<file path="src/ludec_pkg.sv">
package ludec_pkg;

    localparam int unsigned CpWidth = 21;
    localparam logic [CpWidth-1:0] Replacement = 21'h00FFFD;

    // one result word as it sits in the output queue
    typedef struct packed {
        logic [CpWidth-1:0] code_point;
        logic               is_replacement;
        logic               run_last;
    } result_t;

    // total length of the sequence a lead opens, zero when not a lead
    function automatic logic [2:0] lead_length(input logic [7:0] b);
        logic [2:0] len;
        len = 3'd0;
        if ((b & 8'hE0) == 8'hC0) begin
            len = 3'd2;
        end else if ((b & 8'hF0) == 8'hE0) begin
            len = 3'd3;
        end else if ((b & 8'hF8) == 8'hF0) begin
            len = 3'd4;
        end
        return len;
    endfunction

    // a lone byte: ascii passes, anything else is replaced
    function automatic result_t single_result(input logic [7:0] b);
        result_t r;
        r.run_last = 1'b0;
        if (b < 8'h80) begin
            r.code_point     = {{(CpWidth-8){1'b0}}, b};
            r.is_replacement = 1'b0;
        end else begin
            r.code_point     = Replacement;
            r.is_replacement = 1'b1;
        end
        return r;
    endfunction

    function automatic result_t replacement_result();
        result_t r;
        r.code_point     = Replacement;
        r.is_replacement = 1'b1;
        r.run_last       = 1'b0;
        return r;
    endfunction

    function automatic result_t decoded_result(input logic [CpWidth-1:0] cp);
        result_t r;
        r.code_point     = cp;
        r.is_replacement = 1'b0;
        r.run_last       = 1'b0;
        return r;
    endfunction

endpackage

</file>
<file path="src/lenient_utf8_decoder.sv">
// Lenient UTF-8 decoder. Takes one text byte per word and returns code points. A byte
// is captured in an input register, decoded from that register against the pending
// lead state, and its results (none, one, or up to three for a terminator that flushes an
// unfinished sequence) are loaded into a three-entry output queue. The block sustains one
// byte per cycle while each byte yields at most one result and the output is ready; after
// a terminator flushing several results, the next byte with results waits while the output
// queue drains. A result passes the input register, then the output queue. Continuation bytes
// are not checked for the 10xxxxxx form; an unfinished sequence at the terminator gives 0xFFFD
// for its lead and the bytes after it are decoded again on their own.
module lenient_utf8_decoder
    import ludec_pkg::*;
(
    input  logic               aclk,
    input  logic               aresetn,
    input  logic               s_valid,
    output logic               s_ready,
    input  logic [7:0]         s_text_byte,
    output logic               m_valid,
    input  logic               m_ready,
    output logic [CpWidth-1:0] m_code_point,
    output logic               m_is_replacement,
    output logic               m_run_last
);

    // input register
    logic       in_valid_reg, in_valid_next;
    logic [7:0] in_byte_reg;

    // decoder state: collected bytes, how many, and the open sequence length
    logic [7:0] pend_reg [3];
    logic [1:0] pcount_reg, pcount_next;
    logic [2:0] need_reg, need_next;
    logic       pend_wr;

    // output queue, head at entry zero
    result_t    res_reg [3];
    result_t    res_next [3];
    logic [1:0] cnt_reg, cnt_next;

    // results of the byte in the input register
    result_t    new_res [3];
    logic [1:0] new_k;
    logic       proc_fire;
    logic       pop;
    logic [CpWidth-1:0] asm_cp;

    // ---------------------------------------------------------------
    // handshakes
    // ---------------------------------------------------------------
    assign pop       = m_valid && m_ready;
    // a byte with no results never touches the queue, so it may go at once
    assign proc_fire = in_valid_reg &&
                       (new_k == 2'd0 || cnt_reg == 2'd0 || (cnt_reg == 2'd1 && m_ready));
    assign s_ready   = !in_valid_reg || proc_fire;

    assign m_valid          = (cnt_reg != 2'd0);
    assign m_code_point     = res_reg[0].code_point;
    assign m_is_replacement = res_reg[0].is_replacement;
    assign m_run_last       = res_reg[0].run_last;

    always_comb begin
        in_valid_next = in_valid_reg;
        if (s_valid && s_ready) begin
            in_valid_next = 1'b1;
        end else if (proc_fire) begin
            in_valid_next = 1'b0;
        end
    end

    // ---------------------------------------------------------------
    // assembling a completed sequence: lead payload then the six-bit groups
    // ---------------------------------------------------------------
    always_comb begin
        case (need_reg)
            3'd2: asm_cp = {10'd0, pend_reg[0][4:0], in_byte_reg[5:0]};
            3'd3: asm_cp = {5'd0, pend_reg[0][3:0], pend_reg[1][5:0], in_byte_reg[5:0]};
            default: asm_cp = {pend_reg[0][2:0], pend_reg[1][5:0], pend_reg[2][5:0],
                               in_byte_reg[5:0]};
        endcase
    end

    // ---------------------------------------------------------------
    // decode the held byte against the pending state
    // ---------------------------------------------------------------
    always_comb begin
        new_res[0]  = replacement_result();
        new_res[1]  = replacement_result();
        new_res[2]  = replacement_result();
        new_k       = 2'd0;
        pcount_next = pcount_reg;
        need_next   = need_reg;
        pend_wr     = 1'b0;

        if (in_byte_reg == 8'h00) begin
            // terminator: lead of an unfinished sequence is always short
            pcount_next = 2'd0;
            need_next   = 3'd0;
            case (pcount_reg)
                2'd1: begin
                    new_k = 2'd1;
                end
                2'd2: begin
                    new_res[1] = single_result(pend_reg[1]);
                    new_k      = 2'd2;
                end
                2'd3: begin
                    // the two trailing bytes may still form a two-byte sequence
                    if (lead_length(pend_reg[1]) == 3'd2) begin
                        new_res[1] = decoded_result({10'd0, pend_reg[1][4:0],
                                                     pend_reg[2][5:0]});
                        new_k      = 2'd2;
                    end else begin
                        new_res[1] = single_result(pend_reg[1]);
                        new_res[2] = single_result(pend_reg[2]);
                        new_k      = 2'd3;
                    end
                end
                default: begin
                    new_k = 2'd0;
                end
            endcase
        end else if (need_reg == 3'd0) begin
            if (lead_length(in_byte_reg) != 3'd0) begin
                pend_wr     = 1'b1;
                pcount_next = 2'd1;
                need_next   = lead_length(in_byte_reg);
            end else begin
                new_res[0] = single_result(in_byte_reg);
                new_k      = 2'd1;
            end
        end else if ({1'b0, pcount_reg} + 3'd1 >= need_reg) begin
            // last byte of the sequence
            new_res[0]  = decoded_result(asm_cp);
            new_k       = 2'd1;
            pcount_next = 2'd0;
            need_next   = 3'd0;
        end else begin
            pend_wr     = 1'b1;
            pcount_next = pcount_reg + 2'd1;
        end

        // flag the final result of this byte
        case (new_k)
            2'd1: new_res[0].run_last = 1'b1;
            2'd2: new_res[1].run_last = 1'b1;
            2'd3: new_res[2].run_last = 1'b1;
            default: ;
        endcase
    end

    // ---------------------------------------------------------------
    // output queue: reload on a new byte with results, else shift on pop
    // ---------------------------------------------------------------
    always_comb begin
        res_next[0] = res_reg[0];
        res_next[1] = res_reg[1];
        res_next[2] = res_reg[2];
        cnt_next    = cnt_reg;
        if (proc_fire && new_k != 2'd0) begin
            res_next[0] = new_res[0];
            res_next[1] = new_res[1];
            res_next[2] = new_res[2];
            cnt_next    = new_k;
        end else if (pop) begin
            res_next[0] = res_reg[1];
            res_next[1] = res_reg[2];
            cnt_next    = cnt_reg - 2'd1;
        end
    end

    // ---------------------------------------------------------------
    // registers
    // ---------------------------------------------------------------
    always_ff @(posedge aclk) begin
        if (!aresetn) begin
            in_valid_reg <= 1'b0;
            pcount_reg   <= 2'd0;
            need_reg     <= 3'd0;
            cnt_reg      <= 2'd0;
        end else begin
            in_valid_reg <= in_valid_next;
            cnt_reg      <= cnt_next;
            if (proc_fire) begin
                pcount_reg <= pcount_next;
                need_reg   <= need_next;
            end
        end
    end

    // payload registers
    always_ff @(posedge aclk) begin
        if (s_valid && s_ready) begin
            in_byte_reg <= s_text_byte;
        end
        if (proc_fire && pend_wr) begin
            pend_reg[pcount_reg] <= in_byte_reg;
        end
        res_reg[0] <= res_next[0];
        res_reg[1] <= res_next[1];
        res_reg[2] <= res_next[2];
    end

    // ---------------------------------------------------------------
    // assertions
    // ---------------------------------------------------------------
    a_idle_empty: assert property (@(posedge aclk) disable iff (!aresetn)
        need_reg == 3'd0 |-> pcount_reg == 2'd0)
        else $error("pending bytes with no open sequence");

    a_open_partial: assert property (@(posedge aclk) disable iff (!aresetn)
        need_reg != 3'd0 |-> pcount_reg != 2'd0 && {1'b0, pcount_reg} < need_reg)
        else $error("open sequence holds a wrong byte count");

    a_tail_last: assert property (@(posedge aclk) disable iff (!aresetn)
        cnt_reg == 2'd1 |-> res_reg[0].run_last)
        else $error("last queued result lacks run_last");

    a_held_blocks: assert property (@(posedge aclk) disable iff (!aresetn)
        in_valid_reg && !proc_fire |-> !s_ready)
        else $error("input taken while the held byte is stuck");

endmodule
</file>
<file path="config.mk">
export PLATFORM = sky130hd
export DESIGN_NAME = lenient_utf8_decoder
export DESIGN_NICKNAME = d
export VERILOG_FILES = /design/src/ludec_pkg.sv /design/src/lenient_utf8_decoder.sv
export SDC_FILE = /design/constraint.sdc
export NUM_CORES = 1
export LEC_CHECK = 0
export BUFFER_PORTS_ARGS = -buffer_cell sky130_fd_sc_hd__buf_2
export CORE_ASPECT_RATIO = 1.2
export CORE_UTILIZATION = 53
export DETAILED_ROUTE_END_ITERATION = 8
export PLACE_DENSITY = 0.75
export SYNTH_ARGS = -nofsm -noshare
export SYNTH_HDL_FRONTEND = slang
export SYNTH_SLANG_ARGS = --single-unit
</file>
<file path="constraint.sdc">
create_clock -name aclk -period 3.3 [get_ports aclk]
set_input_delay 0.33 -clock aclk [delete_from_list [all_inputs] [get_ports aclk]]
set_output_delay 0.33 -clock aclk [all_outputs]
set_load 0.05 [all_outputs]
</file>
After elaboration in Yosys (flattened, before gate mapping):

Memories as Yosys holds them, arrays and structs flattened.
Cells that the tools add are included.
Widths: inputs -> output; s select.

* output and inout port bits: 25
* memories: 2
* word-level logic and storage cells: 106
* memory bits (writable): 93
* bits of input ports: 12
* register bits: 16

Memory list
* res_reg: depth 3, width 23, rd ports 3, clocked after Yosys merged registers in 0, wr ports 3, RTL line lenient_utf8_decoder.sv:36 `result_t res_reg [3];`
* pend_reg: depth 3, width 8, rd ports 3, clocked after Yosys merged registers in 0, wr ports 1, RTL line lenient_utf8_decoder.sv:30 `logic [7:0] pend_reg [3];`

* mux-type cells: 53
* equality and inequality tests: 17
* $lt $le $gt $ge: 4
* reductions and logical operators: 22
* add/sub/neg operators: 3

Operators by type and width (count)
* $mux 23: 6
* $mux 46: 3
* $mux 17: 3
* $pmux 23 s2: 1
* $mux 3: 14
* $pmux 21 s2: 1
* $mux 18: 2
* $lt 8x8->1 const B: 3
* $mux 2: 8
* $mux 1: 14
* $eq 5x5->1 const B: 2
* $eq 3x2->1 const B: 3
* $eq 2x2->1 const B: 4
* $eq 4x4->1 const B: 2
* $logic_not 8->1: 1
* $reduce_bool 2->1: 4
* $eq 2x1->1 const B: 3
* $eq 3x3->1 const B: 2
* $logic_and 1x1->1: 6
* $pmux 2 s3: 1
* $reduce_bool 3->1: 2
* $logic_not 2->1: 2
* $add 2x1->3 const B: 1
* $ge 3x3->1: 1
* other kinds (8): 10

Logic depth before layout (Yosys ltp):

An unclocked memory read counts as a cell.

* word-level depth: 18
* mapped depth: 10
* mapped depth without buffers: 9

Worst setup path after synthesis:

Ideal clock, no wire load.

* kind: register to register
* start: reg, netlist name pcount_reg[0]
* end: mem res_reg[0][0] (netlist name), enable pin
* data arrival time: 2.657 ns
* cell stages (with the launch flop): 8
* period minus slack after synthesis: 3.166 ns
* slack: 0.134 ns
* library setup time: 0.509 ns
* data required time: 2.791 ns
* cell sequence: dfxtp_1 > inv_1 > ha_1 > ha_1 > a221oi_1 > nor3_2 > o311ai_4 > nand2_1

RTL lines (RTL line)
* to (decl): lenient_utf8_decoder.sv:36

Worst setup path in the final report:

* start: reg pcount_reg[0]
* end: out s_ready

* longest elaborated chain between the ends: 10

Ends and longest elaborated chain
* from (decl): RTL line lenient_utf8_decoder.sv:31 `logic [1:0] pcount_reg, pcount_next;`
* from (signal assigned): RTL line lenient_utf8_decoder.sv:184 `pcount_reg <= pcount_next;`
* $add 2x1->3: RTL line lenient_utf8_decoder.sv:131 `end else if ({1'b0, pcount_reg} + 3'd1 >= need_reg) begin`
* $ge 3x3->1: RTL line lenient_utf8_decoder.sv:131
* $mux 1: RTL line lenient_utf8_decoder.sv:131
* $mux 2: RTL line lenient_utf8_decoder.sv:122 `end else if (need_reg == 3'd0) begin`
* $mux 2 *: RTL line lenient_utf8_decoder.sv:94 `if (in_byte_reg == 8'h00) begin`
* $logic_not 2->1 *: RTL line lenient_utf8_decoder.sv:53 `(new_k == 2'd0 || cnt_reg == 2'd0 || (cnt_reg == 2'd1 && m_ready));`
* $logic_or 1x1->1 * (2 in a row): RTL line lenient_utf8_decoder.sv:53
* $logic_and 1x1->1 *: RTL line lenient_utf8_decoder.sv:52 `assign proc_fire = in_valid_reg &&`
* $logic_or 1x1->1 *: RTL line lenient_utf8_decoder.sv:54 `assign s_ready = !in_valid_reg || proc_fire;`
* to (decl): RTL line lenient_utf8_decoder.sv:16 `output logic s_ready,`

Mark *: on every way between the ends. The rest lies on a longest branch, timed or not.

==> results <==
- The run finished with clean final reports.
- In this run the deepest clock path goes through 2 buffers.
- The worst hold-check slack is around 150 ps.
- The number of global-route vias before repair is about 2.7k.
- By area the synthesized netlist is led by edfxtp_1 56%, buf_4 4.1%, dfxtp_1 4.0%.
- The initial antenna violation count is 0.
- The top cell type's share of synthesized area is approximately 56%.
- The number of rows created at floorplan is 34.
- The worst setup path is of the reg2out kind.
- The setup skew after layout is approximately 6.7 ps.
- The longest individual stage delay on the worst path is about 470 ps.
- The first global-routing pass estimated around 13,000 um of wire.
- The total global-route track usage is a little under a quarter.
- The clock root buffer is clkbuf_8.
- TritonCTS built the clock tree.
- For the worst setup path, the data required time is a little under 3000 ps.
- Once the floorplan was initialized, standard cells occupied a little under three fifths of the core.
- The synthesis warning total is 0.
- The top cell types in the final layout, fill and taps aside, are 75 x edfxtp_1, 41 x nor2_1, 36 x buf_2, 28 x nand2_1.
- A synthesized cell averages approximately 12 um2.
- The average vias per placed instance is about 5.9.
- The register bit total from synthesis is between 80 and 90.
- For this run, the detailed router's first-pass iteration total came to 4.
- The last weighted congestion value of the routability-driven placer is just under 0.9.
- The critical path contains buffers and inverters numbering 3 combined.
- In this run, synthesis inferred 75 flip-flops with an integrated enable.
- The critical path goes through inv_1, ha_1, ha_1, a221oi_1, nor3_2, nor3_2, nor2_1, inv_1, buf_2.
- 0 antenna diodes ended up in the layout.
- Hold repair after CTS inserted 0 buffers.
- The final routed wire length divided by cell count is ~18 um.
- The chip height is ~97 um.
- The fill cell instance count of the final layout is 598.
- The total number of vias is around 2.8k.
- The relative slew slack is between 40% and 50%.
- The total congestion overflow is 0.
- The largest voltage drop on the vdd net is around 420 uV.
- In this run, distinct cell masters in the synthesized netlist total 56.
- The final setup violation count is 0.
- The number of max-cap violations is 0.
- The highest achievable clock rate is approximately 0.32 GHz.
- The number of antenna-violating nets in the routed design is 0.
- The largest total area in the synthesized netlist belongs to edfxtp_1.
- The half-perimeter wire length after detailed placement is 6030 um.
- The register with the most flip-flops in the layout has 46 of them.
- The number of clock buffers added by TritonCTS is 9.
- The synthesized area is around 4000 um2.
- After layout, the worst path uses between 90% and 100% of the clock period.
- After clock tree synthesis, the clock-pin slew on the worst setup and hold paths is ~80 ps.
- In the routed design, unresolved DRC markers number 0.
- Setup total negative slack on the finished layout was measured at 0 ps.
- In the synthesized netlist, the number of instances is between 300 and 400.
- Relative to the synthesized area, the layout overhead comes to 9.31%.
- The total length of routed wires is between 8000 and 9000 um.
- Leaving out fill and tap cells, the most frequent cell in the layout is edfxtp_1.
- Entering global routing, the biggest net connects 38 pins.
- Dividing total power by cell area gives a power density of between 500 and 600 nW/um2.
- The width of the die is ~81 um.
- During placement, the flow inserted port buffers numbering 36.
- In this run the worst hold path is classified as in2reg.
- The die covers between 7000 and 8000 um2.
- For this run, the leading register cell type out of synthesis is edfxtp_1.
- The core region is between 7000 and 8000 um2.
- Among cell families on the critical path, the largest total delay comes from adder cells.
- The number of pins with negative max-slew slack in the final report is 0.
- The signal arrival time at the worst endpoint is around 2800 ps.
- The number of primary I/O pins is 37.
- The detailed router finished its first iteration with between 200 and 300 violations.
- The net count after synthesis is approximately 370.
- The number of setup buffers added after CTS is 0.
- Once the clock tree was built, the resizer swapped 0 gates to a different size.
- Setup repair after global routing left no endpoint under its margin.
- Among all stages on the critical path, the largest delay is contributed by dfxtp_1.
- The clock net in this run drives a total of between 80 and 90 sinks.
- In the final design database the tool counted 390 nets.
- The post-synthesis async set-or-reset flop share is 0%.
- The final-report hold violation count is 0.
- The H-tree generated during clock tree synthesis spans 3 levels.
- Along the worst path, the maximum fanout reaches 8.
- At the later pin of the worst-skew pair, clock insertion delay measures roughly 350 ps.
- The startpoint type of the worst setup path is a register.
- At the pin with the least slew margin, the transition time is roughly 750 ps.
- For this run, the share of the core covered by cells in the final layout is about three fifths.
- The sequential-to-total area share from yosys stat is about three fifths.
- The analysis attributes to cell leakage a power of 1.52 nW.
- The share of layout cells above drive strength 1 is a little over a fifth.
- The worst path needs between 3000 and 4000 ps of the cycle, external delays included.
- STA classifies the critical path endpoint as an output pin.
[worst paths after layout]
kind                                            startpoint                            to  cells past startpoint  slack [ps]
worst min-delay path                        s_text_byte[7]      in_byte_reg[7]$_DFFE_PP_                      1         150
worst max register to register  pcount_reg[0]$_SDFFE_PN0P_       res_reg[0][2]$_DFFE_PP_                      9         300
worst max-delay path            pcount_reg[0]$_SDFFE_PN0P_                       s_ready                      9         210
worst min register to register    pend_reg[2][6]$_DFFE_PP_  res_reg[0][54]$_SDFFCE_PP1N_                      1         510
[cells in the mapped netlist (all sizes together), types with 2 or more instances]
cell type   n
buf        28
nand4b      4
nor2b       4
a31oi      13
a22oi       4
mux2        2
ha          9
o22a        5
o21ai      19
o21a        2
dfxtp       8
nor2       42
a21o        2
mux2i       3
a221oi      5
nor3        7
o22ai       6
and3        4
and2        2
nand3b      2
o21bai      2
inv        19
a21oi      10
or2         8
a22o        4
edfxtp     75
a211oi      2
nand2      28
nand3       3
clkbuf      5
nor4        2
[where the power goes]
group / switching, W / internal [W]
clock network: 0.000374 / 0.000437
registers: 0.0000338 / 0.00125
logic: 0.000352 / 0.000111
[layout make-up]
type / instances / area (um2) / area share, %
Tap cell: 90 / 113 / 2.57
Sequential cell: 83 / 2410 / 55.1
Inverter: 19 / 73.8 / 1.69
Clock buffer: 10 / 128 / 2.92
Multi-Input combinational cell: 210 / 1300 / 29.7
Timing Repair Buffer: 46 / 255 / 5.83
Clock inverter: 6 / 96.3 / 2.20
[cell families after synthesis]
family	Yosys count	share of synthesized area [%]
compound gates	86	15.1
fa+ha+maj	9	2.81
buf+inv	52	7.44
flops	83	60.2
mux	5	1.31
simple gates	110	13.1
[metrics by stage]
stage          instance area, um2  instances  worst slack [ps]  total power, W
6_report                     4380        464               210         0.00256
5_1_grt                      4380        464              47.5         0.00266
4_1_cts                      4370        464              98.1         0.00258
3_5_place_dp                 4150        448               258         0.00178
3_3_place_gp                 4150        448               453         0.00176
2_1_floorplan                4000        345               134         0.00170
[layer usage]
metal / vias up / GRT usage [%] / wire [um]
met4: 0 / 12.0 / 236
met2: 99 / 37.3 / 4310
met3: 20 / 4.88 / 465
met5: - / 0 / 0
met1: 1325 / 29.7 / 3380
li1: 1306 / - / -
(Power assumes the default switching activity.)
